File: config.mk
export PLATFORM = sky130hd
export DESIGN_NAME = scalar_kalman_smoother_core
export DESIGN_NICKNAME = d
export VERILOG_FILES = /design/src/rtl/skalm_pkg.sv /design/src/rtl/skalm_div.sv /design/src/rtl/skalm_mul.sv /design/src/rtl/scalar_kalman_smoother_core.sv
export VERILOG_INCLUDE_DIRS = /design/src /design/src/rtl
export SDC_FILE = /design/constraint.sdc
export NUM_CORES = 1
export LEC_CHECK = 0
export BUFFER_PORTS_ARGS = -buffer_cell sky130_fd_sc_hd__buf_4
export CAP_MARGIN = 20
export CORE_ASPECT_RATIO = 2
export CORE_UTILIZATION = 45
export DETAILED_ROUTE_END_ITERATION = 16
export PLACE_DENSITY_LB_ADDON = 0.3
export RECOVER_POWER = 100
export SYNTH_ARGS = -nofsm -noshare
export SYNTH_HDL_FRONTEND = slang
export SYNTH_SLANG_ARGS = --single-unit
export TNS_END_PERCENT = 20
File: constraint.sdc
create_clock -name clk -period 12.15 [get_ports clk]
set_input_delay 0 -clock clk [delete_from_list [all_inputs] [get_ports clk]]
set_output_delay 0 -clock clk [all_outputs]
set_load 0.005 [all_outputs]
File: src/rtl/scalar_kalman_smoother_core_defines.svh
// ---------------------------------------------------------------------------
// scalar kalman smoother assertion macros
// shared concurrent assertion forms, empty when synthesizing
// ---------------------------------------------------------------------------
`ifndef SCALAR_KALMAN_SMOOTHER_CORE_DEFINES_SVH
`define SCALAR_KALMAN_SMOOTHER_CORE_DEFINES_SVH

`ifndef SYNTHESIS
// condition holds at every edge out of reset
`define SKALM_ASSERT_HOLD(lbl, clk, rstn, cond, msg) \
	lbl: assert property (@(posedge clk) disable iff (!rstn) (cond)) else $error(msg);
// same-cycle implication
`define SKALM_ASSERT_IMPL(lbl, clk, rstn, pre, post, msg) \
	lbl: assert property (@(posedge clk) disable iff (!rstn) (pre) |-> (post)) else $error(msg);
// next-cycle implication
`define SKALM_ASSERT_NEXT(lbl, clk, rstn, pre, post, msg) \
	lbl: assert property (@(posedge clk) disable iff (!rstn) (pre) |=> (post)) else $error(msg);
`else
`define SKALM_ASSERT_HOLD(lbl, clk, rstn, cond, msg)
`define SKALM_ASSERT_IMPL(lbl, clk, rstn, pre, post, msg)
`define SKALM_ASSERT_NEXT(lbl, clk, rstn, pre, post, msg)
`endif

`endif

File: src/rtl/skalm_pkg.sv
// ---------------------------------------------------------------------------
// scalar kalman smoother package
// fixed widths, register indexes, reset values and shared types
// ---------------------------------------------------------------------------
package skalm_pkg;

	localparam int COV_WIDTH = 26;
	localparam int REG_WIDTH = 24;

	localparam logic [0:0] CFG_IDX_Q = 1'b0;
	localparam logic [0:0] CFG_IDX_R = 1'b1;

	localparam logic [REG_WIDTH-1:0] Q_RESET = 24'd5243;
	localparam logic [REG_WIDTH-1:0] R_RESET = 24'd49152;

	typedef struct packed {
		logic busy;
		logic done;
	} skalm_stat_t;

endpackage

File: src/rtl/skalm_div.sv
// ---------------------------------------------------------------------------
// skalm gain divider
// restoring divider, one quotient bit per cycle: floor(num*2^F / den)
// ---------------------------------------------------------------------------
module skalm_div import skalm_pkg::*; #(
	parameter int FRAC_BITS = 16
) (
	input  logic                 clk,
	input  logic                 arst_n,
	input  logic                 start,
	input  logic [COV_WIDTH-1:0] num,
	input  logic [COV_WIDTH:0]   den,
	output logic [FRAC_BITS-1:0] quo,
	output skalm_stat_t          stat
);

	localparam int CNT_W = $clog2(FRAC_BITS + 1);

	logic [COV_WIDTH:0]   rem_q;
	logic [COV_WIDTH:0]   den_q;
	logic [FRAC_BITS-1:0] quo_q;
	logic [CNT_W-1:0]     cnt_q;
	logic                 busy_q;
	logic                 done_q;

	logic [COV_WIDTH+1:0] rem_dbl;
	logic [COV_WIDTH+1:0] den_ext;
	logic [COV_WIDTH+1:0] rem_nxt;
	logic                 fits;

	// remainder stays below den, so doubling needs one extra bit
	assign rem_dbl = {rem_q, 1'b0};
	assign den_ext = {1'b0, den_q};
	assign fits    = rem_dbl >= den_ext;
	assign rem_nxt = fits ? (rem_dbl - den_ext) : rem_dbl;

	always_ff @(posedge clk or negedge arst_n) begin
		if (!arst_n) begin
			busy_q <= 1'b0;
			done_q <= 1'b0;
			cnt_q  <= '0;
		end else begin
			done_q <= busy_q && !start && (cnt_q == CNT_W'(1));
			if (start) begin
				busy_q <= 1'b1;
				cnt_q  <= CNT_W'(FRAC_BITS);
			end else if (busy_q) begin
				cnt_q <= cnt_q - CNT_W'(1);
				if (cnt_q == CNT_W'(1)) begin
					busy_q <= 1'b0;
				end
			end
		end
	end

	always_ff @(posedge clk) begin
		if (start) begin
			rem_q <= {1'b0, num};
			den_q <= den;
		end else if (busy_q) begin
			rem_q <= rem_nxt[COV_WIDTH:0];
			quo_q <= {quo_q[FRAC_BITS-2:0], fits};
		end
	end

	assign quo       = quo_q;
	assign stat.busy = busy_q;
	assign stat.done = done_q;

endmodule

File: src/rtl/skalm_mul.sv
// ---------------------------------------------------------------------------
// skalm serial multiplier
// gain bits lsb first, two shift-add products scaled down by 2^F with floor
// ---------------------------------------------------------------------------
module skalm_mul import skalm_pkg::*; #(
	parameter int DATA_WIDTH = 32,
	parameter int FRAC_BITS  = 16
) (
	input  logic                        clk,
	input  logic                        arst_n,
	input  logic                        start,
	input  logic [FRAC_BITS-1:0]        gain,
	input  logic signed [DATA_WIDTH:0]  diff,
	input  logic [COV_WIDTH-1:0]        cov,
	output logic signed [DATA_WIDTH+1:0] eprod,
	output logic [COV_WIDTH-1:0]        cprod,
	output logic                        sticky,
	output skalm_stat_t                 stat
);

	localparam int CNT_W = $clog2(FRAC_BITS + 1);

	logic [FRAC_BITS-1:0]         g_q;
	logic signed [DATA_WIDTH:0]   d_q;
	logic [COV_WIDTH-1:0]         p_q;
	logic signed [DATA_WIDTH+1:0] eacc_q;
	logic [COV_WIDTH-1:0]         cacc_q;
	logic                         sticky_q;
	logic [CNT_W-1:0]             cnt_q;
	logic                         busy_q;
	logic                         done_q;

	logic signed [DATA_WIDTH+1:0] esum;
	logic [COV_WIDTH:0]           csum;

	assign esum = eacc_q + (g_q[0] ? (DATA_WIDTH+2)'(d_q) : '0);
	assign csum = {1'b0, cacc_q} + (g_q[0] ? {1'b0, p_q} : '0);

	always_ff @(posedge clk or negedge arst_n) begin
		if (!arst_n) begin
			busy_q <= 1'b0;
			done_q <= 1'b0;
			cnt_q  <= '0;
		end else begin
			done_q <= busy_q && !start && (cnt_q == CNT_W'(1));
			if (start) begin
				busy_q <= 1'b1;
				cnt_q  <= CNT_W'(FRAC_BITS);
			end else if (busy_q) begin
				cnt_q <= cnt_q - CNT_W'(1);
				if (cnt_q == CNT_W'(1)) begin
					busy_q <= 1'b0;
				end
			end
		end
	end

	// floor shift each step: nested floors equal the floor of the whole product
	always_ff @(posedge clk) begin
		if (start) begin
			g_q      <= gain;
			d_q      <= diff;
			p_q      <= cov;
			eacc_q   <= '0;
			cacc_q   <= '0;
			sticky_q <= 1'b0;
		end else if (busy_q) begin
			g_q      <= g_q >> 1;
			eacc_q   <= {esum[DATA_WIDTH+1], esum[DATA_WIDTH+1:1]};
			cacc_q   <= csum[COV_WIDTH:1];
			sticky_q <= sticky_q | csum[0];
		end
	end

	assign eprod     = eacc_q;
	assign cprod     = cacc_q;
	assign sticky    = sticky_q;
	assign stat.busy = busy_q;
	assign stat.done = done_q;

endmodule

File: src/rtl/scalar_kalman_smoother_core.sv
// ---------------------------------------------------------------------------
// scalar kalman smoother core
// one-dimensional fixed point kalman filter over a stream of sensor samples
// ---------------------------------------------------------------------------
// A normal sample passes from acceptance through prediction, the
// bit-per-cycle gain divider, the bit-serial multiplier and a final step that
// updates the state and presents the result before the block can take the
// next one. A first or restart sample goes from acceptance straight to that
// final step. A result waits in the output register while the next sample is
// processed; the block only stalls at the end of a sample if that register
// has not yet been taken. Registers are to be written only while the block is
// idle; the block itself does not enforce this.
`include "scalar_kalman_smoother_core_defines.svh"

module scalar_kalman_smoother_core import skalm_pkg::*; #(
	parameter int  DATA_WIDTH = 32,
	parameter int  FRAC_BITS  = 16,
	localparam int TDATA_W    = ((DATA_WIDTH + 7) / 8) * 8
) (
	input  logic                 clk,
	input  logic                 arst_n,
	// configuration writes
	input  logic                 cfg_valid,
	output logic                 cfg_ready,
	input  logic [0:0]           cfg_index,
	input  logic [REG_WIDTH-1:0] cfg_data,
	// sample requests
	input  logic                 s_tvalid,
	output logic                 s_tready,
	input  logic [TDATA_W-1:0]   s_tdata,  // measurement
	input  logic [0:0]           s_tuser,  // restart
	// results
	output logic                 m_tvalid,
	input  logic                 m_tready,
	output logic [TDATA_W-1:0]   m_tdata,  // smoothed
	output logic [0:0]           m_tuser   // first_sample
);

	localparam logic [2:0] ST_IDLE = 3'd0;
	localparam logic [2:0] ST_PRED = 3'd1;
	localparam logic [2:0] ST_DIV  = 3'd2;
	localparam logic [2:0] ST_MUL  = 3'd3;
	localparam logic [2:0] ST_FIN  = 3'd4;

	logic [2:0]            state_q;
	logic                  primed_q;
	logic                  init_q;
	logic                  go_q;
	logic [REG_WIDTH-1:0]  q_reg_q;
	logic [REG_WIDTH-1:0]  r_reg_q;
	logic [DATA_WIDTH-1:0] z_q;
	logic [DATA_WIDTH-1:0] est_q;
	logic [COV_WIDTH-1:0]  cov_q;
	logic [COV_WIDTH-1:0]  p_q;
	logic signed [DATA_WIDTH:0] diff_q;
	logic                  m_tvalid_q;
	logic [DATA_WIDTH-1:0] m_data_q;
	logic                  m_first_q;

	logic                  s_take;
	logic                  out_free;
	logic [COV_WIDTH:0]    p_sum;
	logic [COV_WIDTH-1:0]  p_sat;
	logic [REG_WIDTH-1:0]  r_eff;
	logic [COV_WIDTH:0]    den;
	logic                  div_start;
	logic                  mul_start;
	logic [FRAC_BITS-1:0]  gain;
	skalm_stat_t           div_stat;
	skalm_stat_t           mul_stat;
	logic signed [DATA_WIDTH+1:0] eprod;
	logic [COV_WIDTH-1:0]  cprod;
	logic                  sticky;
	logic signed [DATA_WIDTH+1:0] est_sum;
	logic                  est_ovf;
	logic [DATA_WIDTH-1:0] est_next;
	logic [COV_WIDTH-1:0]  cov_next;

	assign cfg_ready = 1'b1;
	assign s_tready  = (state_q == ST_IDLE);
	assign s_take    = s_tvalid && s_tready;
	assign out_free  = !m_tvalid_q || m_tready;

	// prediction: covariance plus process noise, clamped
	assign p_sum = {1'b0, cov_q} + (COV_WIDTH+1)'(q_reg_q);
	assign p_sat = p_sum[COV_WIDTH] ? '1 : p_sum[COV_WIDTH-1:0];

	// zero noise is taken as one lsb in the divisor
	assign r_eff = (r_reg_q == '0) ? REG_WIDTH'(1) : r_reg_q;
	assign den   = {1'b0, p_q} + (COV_WIDTH+1)'(r_eff);

	assign div_start = go_q;
	assign mul_start = (state_q == ST_DIV) && div_stat.done;

	skalm_div #(
		.FRAC_BITS (FRAC_BITS)
	) u_div (
		.clk    (clk),
		.arst_n (arst_n),
		.start  (div_start),
		.num    (p_q),
		.den    (den),
		.quo    (gain),
		.stat   (div_stat)
	);

	skalm_mul #(
		.DATA_WIDTH (DATA_WIDTH),
		.FRAC_BITS  (FRAC_BITS)
	) u_mul (
		.clk    (clk),
		.arst_n (arst_n),
		.start  (mul_start),
		.gain   (gain),
		.diff   (diff_q),
		.cov    (p_q),
		.eprod  (eprod),
		.cprod  (cprod),
		.sticky (sticky),
		.stat   (mul_stat)
	);

	// estimate update with signed clamp
	assign est_sum = (DATA_WIDTH+2)'($signed(est_q)) + eprod;
	assign est_ovf = (est_sum[DATA_WIDTH+1:DATA_WIDTH-1] != 3'b000) &&
		(est_sum[DATA_WIDTH+1:DATA_WIDTH-1] != 3'b111);

	always_comb begin
		if (est_ovf) begin
			est_next = {est_sum[DATA_WIDTH+1], {(DATA_WIDTH-1){~est_sum[DATA_WIDTH+1]}}};
		end else begin
			est_next = est_sum[DATA_WIDTH-1:0];
		end
	end

	// (1 - gain) * p, floor, is p minus the ceiling of gain * p
	assign cov_next = p_q - cprod - COV_WIDTH'(sticky);

	always_ff @(posedge clk or negedge arst_n) begin
		if (!arst_n) begin
			q_reg_q <= Q_RESET;
			r_reg_q <= R_RESET;
		end else if (cfg_valid && cfg_ready) begin
			unique case (cfg_index)
				CFG_IDX_Q: q_reg_q <= cfg_data;
				CFG_IDX_R: r_reg_q <= cfg_data;
				default:   q_reg_q <= q_reg_q;
			endcase
		end
	end

	always_ff @(posedge clk or negedge arst_n) begin
		if (!arst_n) begin
			state_q    <= ST_IDLE;
			primed_q   <= 1'b0;
			init_q     <= 1'b0;
			go_q       <= 1'b0;
			est_q      <= '0;
			cov_q      <= COV_WIDTH'(1) << FRAC_BITS;
			m_tvalid_q <= 1'b0;
		end else begin
			go_q <= (state_q == ST_PRED);
			if ((state_q == ST_FIN) && out_free) begin
				m_tvalid_q <= 1'b1;
			end else if (m_tvalid_q && m_tready) begin
				m_tvalid_q <= 1'b0;
			end
			unique case (state_q)
				ST_IDLE: begin
					if (s_take) begin
						init_q  <= s_tuser[0] || !primed_q;
						state_q <= (s_tuser[0] || !primed_q) ? ST_FIN : ST_PRED;
					end
				end
				ST_PRED: begin
					state_q <= ST_DIV;
				end
				ST_DIV: begin
					if (div_stat.done) begin
						state_q <= ST_MUL;
					end
				end
				ST_MUL: begin
					if (mul_stat.done) begin
						state_q <= ST_FIN;
					end
				end
				ST_FIN: begin
					if (out_free) begin
						primed_q <= 1'b1;
						state_q  <= ST_IDLE;
						if (init_q) begin
							est_q <= z_q;
							cov_q <= COV_WIDTH'(r_reg_q);
						end else begin
							est_q <= est_next;
							cov_q <= cov_next;
						end
					end
				end
				default: state_q <= ST_IDLE;
			endcase
		end
	end

	always_ff @(posedge clk) begin
		if (s_take) begin
			z_q <= s_tdata[DATA_WIDTH-1:0];
		end
		if (state_q == ST_PRED) begin
			p_q    <= p_sat;
			diff_q <= $signed({z_q[DATA_WIDTH-1], z_q}) - $signed({est_q[DATA_WIDTH-1], est_q});
		end
		if ((state_q == ST_FIN) && out_free) begin
			m_data_q  <= init_q ? z_q : est_next;
			m_first_q <= init_q;
		end
	end

	assign m_tvalid = m_tvalid_q;
	assign m_tdata  = TDATA_W'(m_data_q);
	assign m_tuser  = m_first_q;

	`SKALM_ASSERT_IMPL(a_div_in_div, clk, arst_n, div_stat.busy, state_q == ST_DIV, "divider busy outside divide")
	`SKALM_ASSERT_NEXT(a_div_to_mul, clk, arst_n, div_stat.done, state_q == ST_MUL, "gain ready but multiply not started")
	`SKALM_ASSERT_IMPL(a_mul_in_mul, clk, arst_n, mul_stat.busy, state_q == ST_MUL, "multiplier busy outside multiply")
	`SKALM_ASSERT_NEXT(a_restart_init, clk, arst_n, s_take && s_tuser[0], (state_q == ST_FIN) && init_q, "restart request did not initialize")

endmodule
==> summary.md, run 1 <==
| Metric | Value |
|---|---|
| Outcome | finished, violations left |
| Violated checks | capacitance limit, slew limit |
| Worst-path clk slew | 60 ps |
| CTS tree | yes |
| Worst path max stage delay | 1920 ps |
| Post-Syn Instances | 2959 |
| Critical-path cell list | nor2_1 -> nand3_2 -> clkbuf_1 -> clkinvlp_2 -> clkbuf_1 -> mux2_2 -> o21ai_0 |
| Initial antenna violation count | 0 |
| Worst VDD drop | approximately 0.16 mV |
| Largest net degree at the start of global routing | 80 |
| Crit. End Element | flip-flop |
| Sequential share of the synthesized area | 0.4292 |
| Max cap viols | 18 |
| Cell taking the most area after synthesis | edfxtp_1 |
| Crit path max-delay cell type | clkbuf_1 |
| Worst R2R Setup Slack | 4820 ps |
| Main synth FF type | edfxtp_1 |
| Worst setup SP type | flip-flop |
| Die area | 0.06560 mm2 |
| I/O pin cnt | 99 |
| Die Wd | 181.6 um |
| Register bit total from synthesis | approximately 460 |
| Overall power | 9220 uW |
| Post-DRT Antenna Nets | 0 |
| Power Density | 285.5 mW/mm2 |
| Most used cell, CP | clkbuf_1 |
| Initial Util | 0.4553 |
| Fill count | 5695 |
| Share of cells above drive strength 1 | 0.08320 |
| Max Slew Vio Count | 785 |
| Site Rows | approximately 130 |
| Post-Synth XOR/XNOR Area | 0.05400 |
| Worst EP required | around 13000 ps |
| GRT Overall Usage | 0.2409 |
| Synthesized Nets | 3281 |
| Htree depth | 2 |
| Largest family of logic cells by synthesized area | compound AO/OA/AOI/OAI gates |
| Final #Nets | approximately 3400 |
| CP max FO | 77 |
| Drt drc | 0 |
| Vias per cell | between 5 and 6 |
| Fin crit period | 7333 ps |
| Measured slew at the worst slew-check pin | about 4400 ps |
| DIE HEIGHT | 361.2 um |
| Fin. Hold Viols | 0 |
| Fin Clk Skew | 12.55 ps |
| Clock buffer depth | 3 |
| Arrival @ worst endpoint | ~7800 ps |
| CTS buffer count | approximately 40 |
| Final setup viols | 0 |
| Vias in the first global route | 24157 |
| Post_cts resized | 0 |
| Synth top cells by count | edfxtp_1 (268), ha_1 (250), nand2_1 (238) |
| Dpl hpwl | 60360 um |
| 1st-iter DRT viols | 1093 |
| Avg WL per Cell | roughly 20 um |
| Crit share post-route | 0.6035 |
| Hold Crit Class | primary input to flip-flop |
| FF-to-FF path depth | 7 |
| CTS Root Cell | clkbuf_16 |
| Area fraction of the dominant cell type after synthesis | 0.2772 |
| Synthesized area per cell | roughly 9.8 um2 |
| Number of flops mapped to enable cells by yosys | 268 |
| DRT Wirelength | approximately 78000 um |
| Skew-Pair Late Insertion Delay | 580 ps |
| Compound-Gate Fraction of Synth Area | 0.1767 |
| First-pass GRT wire length | 124200 um |
| Vias | 22715 |
| Clock sink count | 456 |
| GRT Residual Overflow | 0 |
| Core area | roughly 0.064 mm2 |
| Peak Freq | 0.1364 GHz |
| Router iterations before antenna repair | 6 |
| Count of cell types in the netlist | 84 |
| Synth Area in Simple Gates | 0.1351 |
| Hold path depth | 6 |
| # diodes | 0 |
| Leak | 0.01369 uW |
| Layout Utilization | 0.5066 |
| Synth warn | 0 |
| Gpl congestion | 0.9383 |
| Synth Area in Adders | 0.1139 |
| Crit path kind | flip-flop to flip-flop |
| Mapped Area | 0.02903 mm2 |
| IO buf count | between 90 and 100 |
| Post-route setup TNS | 0 ps |
| Syn-to-layout area delta | 11.25% |
| RSZ-0062 raised after global routing | no |
| Dominant cells by area after synthesis | edfxtp_1 (28%), ha_1 (11%), dfrtp_1 (10%) |
| Post-synthesis mux area share | 0.04827 |
| Most frequent cell after synthesis | edfxtp_1 |
| Async set-reset flop share out of synthesis | 0.2785 |
| Slew HR | -1.934 |
logic make-up (layout without fill, tap and decap cells):
family,Yosys count,after routing
and+or+nand+nor,808,808
AOI/OAI and AO/OA,801,801
DFF,456,456
buffers and inverters,323,465
adders and majority gates,259,259
xor gates and xnor gates,179,179
muxes,132,132
other,1,1
worst max-delay path, delay by kind of cell (launching register included):
kind,cells,cell delay [ps]
AOI/OAI and AO/OA,1,100
buffers and inverters,3,5420
DFF,1,490
muxes,1,850
and+or+nand+nor,2,250
where the power goes:
group | switching [uW] | internal (uW)
sequential | 327 | 2270
clock | 594 | 730
combinational | 3170 | 2130
total | 4090 | 5130
layout make-up:
| type | count | area [um2] | area share |
|---|---|---|---|
| clock inverter | 11 | 83.83 | 0.002595 |
| multi-input combinational | 2180 | 15320 | 0.4742 |
| timing repair buffer | 182 | 1409 | 0.04362 |
| clock buffer | 65 | 1250 | 0.03870 |
| sequential | 456 | 12460 | 0.3858 |
| inverter | 207 | 779.5 | 0.02413 |
| tap | 798 | 998.5 | 0.03091 |
worst paths after layout:
kind,startpoint,to
worst max-delay path,state_q[1]$_DFFE_PN0P_,est_q[19]$_DFFE_PN0P_
worst min-delay path,s_tvalid,state_q[2]$_DFFE_PN0P_
worst max register to register,state_q[1]$_DFFE_PN0P_,est_q[19]$_DFFE_PN0P_
worst min register to register,diff_q[8]$_DFFE_PP_,u_mul.d_q[8]$_DFFE_PP_
max in group asynchronous,arst_n,init_q$_DFFE_PN0P_
min in group asynchronous,arst_n,est_q[1]$_DFFE_PN0P_
timing repair:
item | CTS | global route
hold buffers | 60 | 0
hold endpoints to repair | 155 | 0
buffers inserted | 0 | 0
layout by cell type (no fill, tap or decap), drive strengths merged, types with 34 or more instances in the layout:
cell and count:
edfxtp 268, ha 250, nand2 238, a21oi 230, inv 207, nor2 201, o21ai 190, clkbuf 153
xnor2 120, dfrtp 116, a21o 96, and2 69, mux2i 68, mux2 64, dfxtp 61, dlygate4sd3 60
xor2 59, nand3 51, nor3 46, o21a 43, nor2b 39, a211oi 35, nand2b 34, buf 34
metal layers:
| metal | track usage | wire (um) | share of wire |
|---|---|---|---|
| met1 | 0.2319 | 27390 | 0.35 |
| met2 | 0.4708 | 42790 | 0.55 |
| met3 | 0.02164 | 2430 | 0.031 |
| met4 | 0.1723 | 5608 | 0.072 |
| met5 | 0 | 0 | 0 |
sequential cells by signal, summed over array words and instances, names as in the netlist, 27 cells and up:
register and flops:
u_mul.eprod 33, m_tdata 32, z_q 32, u_div.rem_q 27, est_q 32, diff_q 33
u_div.den_q 27, u_mul.d_q 33
per-stage QoR:
stage                     worst slack [ps]  std cells  instance area, um2  hold WS, ps
after floorplan                       6611       2959               29030       -295.6
after global placement                7410       3762               30500        91.58
after detailed placement              7384       3763               30510        98.34
after CTS                             7368       3899               32440        50.71
after global routing                  4422       3899               32300        153.3
final                                 4817       3899               32300        131.9
(Power assumes the default switching activity.)
==> run 2: changes to the inputs <==
- clock period: 12.15 -> 6.1 ns (I/O delays scaled with it)
==> run 2 against run 1 <==
- the flow still finishes with violations (capacitance limit, slew limit)
- clock power rose by 110%
- power rose by 100%
- core utilization rose by 0.19 points
- setup slack got worse by 4000 ps
- clock skew rose by 3.3 ps
- via count fell by 0.44%
- routed wire length barely moved
- register-to-register slack got worse by 4000 ps
- critical path type unchanged
==> summary.md, run 2 (same netlist as run 1, synthesis figures left out) <==
| Metric | Value |
|---|---|
| Outcome | finished, violations left (unchanged) |
| Violated checks | capacitance limit, slew limit (unchanged) |
| Crit share post-route | 0.8669 (was 0.6035) |
| Crit. End Element | flip-flop (unchanged) |
| Vias in the first global route | 24067 (was 24157) |
| Dpl hpwl | 60570 um (was 60360 um) |
| Vias | 22616 (was 22715) |
| I/O pin cnt | 99 (unchanged) |
| Crit path max-delay cell type | clkbuf_1 (unchanged) |
| Fin crit period | 5288 ps (was 7333 ps) |
| DRT Wirelength | 78200 um (was 78220 um) |
| RSZ-0062 raised after global routing | no (unchanged) |
| Max Slew Vio Count | 476 (was 785) |
| Fin Clk Skew | 15.82 ps (was 12.55 ps) |
| Most used cell, CP | clkbuf_1 (unchanged) |
| Vias per cell | 5.796 (was 5.826) |
| Measured slew at the worst slew-check pin | 4455 ps (was 4400 ps) |
| CTS tree | yes (unchanged) |
| Slew HR | -1.970 (was -1.934) |
| Clock sink count | 456 (unchanged) |
| Htree depth | 2 (unchanged) |
| Worst hold slack | 52.27 ps (was 131.9 ps) |
| Fill count | 5679 (was 5695) |
| Skew-Pair Late Insertion Delay | 580 ps (about the same) |
| Hold Crit Class | primary input to flip-flop (unchanged) |
| Initial Util | 0.4553 (unchanged) |
| Max cap viols | 10 (was 18) |
| Largest net degree at the start of global routing | 78 (was 80) |
| # diodes | 0 (unchanged) |
| Router iterations before antenna repair | 6 (unchanged) |
| Die Wd | 181.6 um (unchanged) |
| CTS buffer count | 41 (unchanged) |
| Fin cells | 3902 (was 3899) |
| Gpl congestion | 0.9169 (was 0.9383) |
| Worst-path clk slew | 70 ps (was 60 ps) |
| WL met2 | 43180 um (was 42790 um) |
| Worst EP required | 6380 ps (was 12620 ps) |
| Share of cells above drive strength 1 | 0.08537 (was 0.08320) |
| First-pass GRT wire length | 123700 um (was 124200 um) |
| Highest routed layer | met4 (unchanged) |
| Post_cts resized | 0 (unchanged) |
| Worst path max stage delay | 690 ps (was 1920 ps) |
| Overall power | 18510 uW (was 9220 uW) |
| Avg WL per Cell | 20.04 um (was 20.06 um) |
| Leak | 0.01375 uW (was 0.01369 uW) |
| Worst setup SP type | flip-flop (unchanged) |
| DIE HEIGHT | 361.2 um (unchanged) |
| Syn-to-layout area delta | 11.66% (was 11.25%) |
| 1st-iter DRT viols | 1082 (was 1093) |
| GRT Overall Usage | 0.2400 (was 0.2409) |
| CTS Root Cell | clkbuf_16 (unchanged) |
| Setup slack after layout | 812.0 ps (was 4817 ps) |
| Setup WS pre-CTS | 1465 ps (was 7384 ps) |
| Final setup viols | 0 (unchanged) |
| Critical-path cell list | ha_1 -> inv_1 -> fa_1 -> nand2b_1 -> a21oi_1 -> o211ai_1 -> a21o_1 -> a2111oi_0 -> o31a_1 -> nor4_1 -> clkbuf_1 -> o21bai_1 -> clkbuf_1 -> o21ai_0 (was nor2_1 -> nand3_2 -> clkbuf_1 -> clkinvlp_2 -> clkbuf_1 -> mux2_2 -> o21ai_0) |
| Post-route setup TNS | 0 ps (unchanged) |
| Worst VDD drop | 0.3405 mV (was 0.1563 mV) |
| Die area | 0.06560 mm2 (unchanged) |
| Most frequent cells in the layout | edfxtp_1 (268), ha_1 (250), nand2_1 (238), a21oi_1 (228), inv_1 (204) (was edfxtp_1 (268), ha_1 (250), nand2_1 (238), a21oi_1 (229), inv_1 (204)) |
| Power Density | 570.9 mW/mm2 (was 285.5 mW/mm2) |
| IO buf count | 97 (unchanged) |
| Post-DRT Antenna Nets | 0 (unchanged) |
| Cell Count Post-Placement | 3766 (was 3763) |
| Final #Nets | 3393 (was 3390) |
| CP max FO | 17 (was 77) |
| Drt drc | 0 (unchanged) |
| Met3 Routed Length | 2128 um (was 2430 um) |
| Commonest non-fill, non-tap cell in the layout | edfxtp_1 (unchanged) |
| Met1 WL | 27550 um (was 27390 um) |
| Peak Freq | 0.1891 GHz (was 0.1364 GHz) |
| Core area | 0.06376 mm2 (unchanged) |
| Arrival @ worst endpoint | 5570 ps (was 7800 ps) |
| Fin. Hold Viols | 0 (unchanged) |
| GRT Residual Overflow | 0 (unchanged) |
| Crit path kind | flip-flop to flip-flop (unchanged) |
| Clock buffer depth | 3 (unchanged) |
| Site Rows | 131 (unchanged) |
| Initial antenna violation count | 1 (was 0) |
==> run 2: changes by cell type in the layout (fill, tap and decap cells not counted), moves of 3 or more <==
cell        before  now
buf_4           33   39
bufinv_16        1    5
clkbuf_1        42   33
clkbuf_8         7    3
clkinv_4         0    3
clkinvlp_4       1    4
dfstp_1          1    7
dfstp_2         10    4
==> run 2: critical path, delay by kind of cell (launching register included) <==
family,cells,cell delay [ps]
AND/OR/NAND/NOR,2,270
buffers and inverters,3,1180
adder cells (fa/ha/maj),2,610
flip-flops,1,390
AO/OA/AOI/OAI,7,2530
==> run 2: stage by stage <==
step	util	area, um2
3_5_place_dp	0.4789	30530
3_3_place_gp	0.4789	30530
5_1_grt	0.5084	32420
4_1_cts	0.5107	32560
6_report	0.5084	32420
2_1_floorplan	-	29030
==> run 2: worst paths after layout <==
path | start | end | slack, ps | depth (start not counted)
max | u_mul.eprod[0]$_SDFFE_PP0P_ | m_tdata[11]$_DFFE_PP_ | 810 | 14
min | cfg_index | q_reg_q[1]$_DFFE_PN1P_ | 50 | 4
max reg2reg | u_mul.eprod[0]$_SDFFE_PP0P_ | m_tdata[11]$_DFFE_PP_ | 810 | 14
min reg2reg | diff_q[32]$_DFFE_PP_ | u_mul.d_q[32]$_DFFE_PP_ | 420 | 0
max in group asynchronous | arst_n | init_q$_DFFE_PN0P_ | 1970 | 3
min in group asynchronous | arst_n | est_q[0]$_DFFE_PN0P_ | 1560 | 2
==> run 2: metal layers <==
layer,track usage,vias up
met5,0,-
met4,0.1602,0
met3,0.02043,261
met2,0.4776,585
met1,0.2289,10844
li1,-,10926
==> run 2: cell type report <==
class,count,area [um2],share of cell area
timing repair buffer,185,1439,0.04439
clock buffer,54,1169,0.03605
multi-input combinational,2180,15310,0.4723
clock inverter,22,256.5,0.007912
sequential,456,12460,0.3845
inverter,207,780.7,0.02408
tap,798,998.5,0.03080
==> run 2: timing repair <==
item,4_1_cts,5_1_grt
setup buffers,0,0
hold buffers,60,0
hold endpoints to repair,158,0
endpoints found under the setup margin,0,0
==> run 2: where the power goes <==
part           switching, uW  internal [uW]  leakage, uW
clock network           1200           1570     0.000687
logic                   6330           4240      0.00861
registers                634           4520      0.00445
total                   8170          10300       0.0137
==> run 3: changes to the inputs <==
- PLACE_DENSITY: not set -> 0.69
- PLACE_DENSITY_LB_ADDON: 0.3 -> not set
- SKIP_LAST_GASP: not set -> 1
==> run 3 against run 2 <==
- the flow still finishes with violations (capacitance limit, slew limit)
- sequential power about the same
- final cell count about the same
- combinational power about the same
- highest routed layer unchanged
- maximum frequency increased by 1.6%
- largest cell class unchanged
- sequential share of layout area increased by 0.13 points
- critical path type unchanged
==> summary.md, run 3 (same netlist as run 1, synthesis figures left out) <==
| Metric | Value |
|---|---|
| Outcome | finished, violations left (unchanged) |
| Violated checks | capacitance limit, slew limit (unchanged) |
| Leak | 0.01370 uW (was 0.01375 uW) |
| Sw frac | 0.4425 (was 0.4414) |
| Crit path max-delay cell type | clkbuf_1 (unchanged) |
| Power Density | 562.3 mW/mm2 (was 570.9 mW/mm2) |
| Critical path endpoint | u_mul.eprod[32]$_SDFFE_PP0P_ (was m_tdata[11]$_DFFE_PP_) |
| Die area | 0.06560 mm2 (unchanged) |
| Worst R2R Setup Slack | 900 ps (was 810 ps) |
| Worst VDD drop | 0.4002 mV (was 0.3405 mV) |
| Met2 usage in global routing | 0.4765 (was 0.4776) |
| Commonest non-fill, non-tap cell in the layout | edfxtp_1 (unchanged) |
| Crit path kind | flip-flop to flip-flop (unchanged) |
| Max Slew Vio Count | 524 (was 476) |
| CTS buffer count | 41 (unchanged) |
| Initial antenna violation count | 4 (was 1) |
| Clock sink count | 456 (unchanged) |
| Hold Crit Class | primary input to flip-flop (unchanged) |
| Setup WS pre-CTS | 1709 ps (was 1465 ps) |
| Htree depth | 2 (unchanged) |
| Largest net degree at the start of global routing | 81 (was 78) |
| Fin Clk Skew | 11.33 ps (was 15.82 ps) |
| Initial Util | 0.4553 (unchanged) |
| Share of cells above drive strength 1 | 0.08710 (was 0.08537) |
| DRT Wirelength | 76370 um (was 78200 um) |
| Most frequent cells in the layout | edfxtp_1 (268), ha_1 (250), nand2_1 (238), a21oi_1 (228), inv_1 (205) (was edfxtp_1 (268), ha_1 (250), nand2_1 (238), a21oi_1 (228), inv_1 (204)) |
| Final setup viols | 0 (unchanged) |
| Setup slack after layout | 895.3 ps (was 812.0 ps) |
| Vias per cell | 5.709 (was 5.796) |
| CTS tree | yes (unchanged) |
| Hold path start | cfg_index (unchanged) |
| Vias | 22283 (was 22616) |
| First-pass GRT wire length | 121700 um (was 123700 um) |
| Worst path bufs/invs | 3 (unchanged) |
| Peak Freq | 0.1921 GHz (was 0.1891 GHz) |
| Cell Count Post-Placement | 3766 (unchanged) |
| Router iterations before antenna repair | 4 (was 6) |
| Top Usage Layer GRT | met2 (unchanged) |
| CTS Root Cell | clkbuf_16 (unchanged) |
| Max cap viols | 11 (was 10) |
| Final #Nets | 3392 (was 3393) |
| Slew HR | -1.929 (was -1.970) |
| Sequential fraction of design power | 0.282 (was 0.279) |
| GRT met1 Usage | 0.2253 (was 0.2289) |
| Worst setup SP type | flip-flop (unchanged) |
| 1st-iter DRT viols | 858 (was 1082) |
| Syn-to-layout area delta | 11.30% (was 11.66%) |
| Drt drc | 0 (unchanged) |
| FF-to-FF path depth | 7 (was 14) |
| Post-route setup TNS | 0 ps (unchanged) |
| Fin. Hold Viols | 0 (unchanged) |
| GR Layer Usage met3 | 0.02003 (was 0.02043) |
| Dpl hpwl | 58560 um (was 60570 um) |
| Arrival @ worst endpoint | 5670 ps (was 5570 ps) |
| Fin cells | 3903 (was 3902) |
| Core area | 0.06376 mm2 (unchanged) |
| Most used cell, CP | clkbuf_1 (unchanged) |
| I/O pin cnt | 99 (unchanged) |
| Layout Utilization | 0.5068 (was 0.5084) |
| Post_cts resized | 0 (unchanged) |
| Reg-to-Reg Start | u_mul.busy_q$_DFF_PN0_ (was u_mul.eprod[0]$_SDFFE_PP0P_) |
| Fin crit period | 5205 ps (was 5288 ps) |
| Worst EP required | 6570 ps (was 6380 ps) |
| Clock power frac | 0.142 (was 0.150) |
| Clock buffer depth | 3 (unchanged) |
| Worst reg2reg path endpoint | u_mul.eprod[32]$_SDFFE_PP0P_ (was m_tdata[11]$_DFFE_PP_) |
| RSZ-0062 raised after global routing | no (unchanged) |
| Die Wd | 181.6 um (unchanged) |
| Gpl congestion | 0.9321 (was 0.9169) |
| Crit share post-route | 0.8532 (was 0.8669) |
| IO buf count | 97 (unchanged) |
| Vias in the first global route | 23628 (was 24067) |
| GRT Overall Usage | 0.2363 (was 0.2400) |
| Post-DRT Antenna Nets | 0 (unchanged) |
| Avg WL per Cell | 19.57 um (was 20.04 um) |
| Power Internal | 10130 uW (was 10340 uW) |
| CP max FO | 29 (was 17) |
| Worst path max stage delay | 1550 ps (was 690 ps) |
| Crit. End Element | flip-flop (unchanged) |
| DIE HEIGHT | 361.2 um (unchanged) |
| Measured slew at the worst slew-check pin | 4393 ps (was 4455 ps) |
| Skew-Pair Late Insertion Delay | 570 ps (was 580 ps) |
| GRT Residual Overflow | 0 (unchanged) |
| Worst-path clk slew | 70 ps (about the same) |
| Comb pwr share | 0.576 (was 0.571) |
| Critical-path cell list | clkbuf_1 -> clkbuf_1 -> inv_1 -> nor2_1 -> nand3_1 -> a21oi_1 -> o21bai_1 (was ha_1 -> inv_1 -> fa_1 -> nand2b_1 -> a21oi_1 -> o211ai_1 -> a21o_1 -> a2111oi_0 -> o31a_1 -> nor4_1 -> clkbuf_1 -> o21bai_1 -> clkbuf_1 -> o21ai_0) |
| NetSw | 8040 uW (was 8169 uW) |
| Critical path depth in cells | 7 (was 14) |
| CP top delay family | buffers and inverters (was compound AO/OA/AOI/OAI gates) |
| CP startpoint | u_mul.busy_q$_DFF_PN0_ (was u_mul.eprod[0]$_SDFFE_PP0P_) |
| Site Rows | 131 (unchanged) |
-- run 3: cell count changes in the layout (fill, tap and decap cells not counted), sizes merged --
cell and change:
clkinv +2, dlygate4sd3 -1, bufinv -3, diode +5, clkbuf -7, clkinvlp +2
buf +3
-- run 3: worst reg2reg max path, delay by kind of cell (launching register included) --
family	cells	cell delay, ps
buffers and inverters	3	3650
AND/OR/NAND/NOR	2	850
flip-flops	1	340
AO/OA/AOI/OAI	2	270
-- run 3: layer usage --
layer / part of all wire / vias up / wire, um
li1: - / 10927 / -
met1: 0.35 / 10670 / 26850
met5: 0 / - / 0
met2: 0.56 / 459 / 42820
met3: 0.025 / 227 / 1894
met4: 0.063 / 0 / 4811
-- run 3: what timing repair did --
action,4_1_cts,5_1_grt
setup buffers,0,0
hold buffers,59,0
endpoints found under the hold margin,156,0
-- run 3: final cells by class --
type	instances	area, um2
clock inverters	23	201.4
inverters	207	780.7
diodes	5	12.51
well taps	798	998.5
fillers	5725	31450
repair buffers	184	1460
clock buffers	50	1080
flip-flops and latches	456	12460
multi-input cells	2180	15320
-- run 3: worst min path at each step --
stage | end | depth (start not counted) | slack, ps
6_report | q_reg_q[1]$_DFFE_PN1P_ | 5 | 50
5_1_grt | q_reg_q[1]$_DFFE_PN1P_ | 5 | 70
4_1_cts | q_reg_q[1]$_DFFE_PN1P_ | 5 | 30
3_5_place_dp | est_q[1]$_DFFE_PN0P_ | 1 | 90
3_3_place_gp | est_q[0]$_DFFE_PN0P_ | 1 | 90
2_1_floorplan | cov_q[0]$_DFFE_PN0P_ | 0 | -300
-- run 3: metrics by stage --
stage	instance area (um2)	hold WS (ps)	total power [uW]
2_1_floorplan	29030	-295.6	12900
3_3_place_gp	30540	92.32	15400
3_5_place_dp	30570	91.97	15550
4_1_cts	32440	29.04	18250
5_1_grt	32310	71.97	19620
6_report	32310	52.70	18170
-- run 3: power groups by stage --
stage / clock [uW] / combinational [uW] / sequential, uW
2_1_floorplan: 0 / 7950 / 4950
3_3_place_gp: 0 / 10200 / 5150
3_5_place_dp: 0 / 10400 / 5170
4_1_cts: 2650 / 10500 / 5110
5_1_grt: 2740 / 11700 / 5230
6_report: 2590 / 10500 / 5120
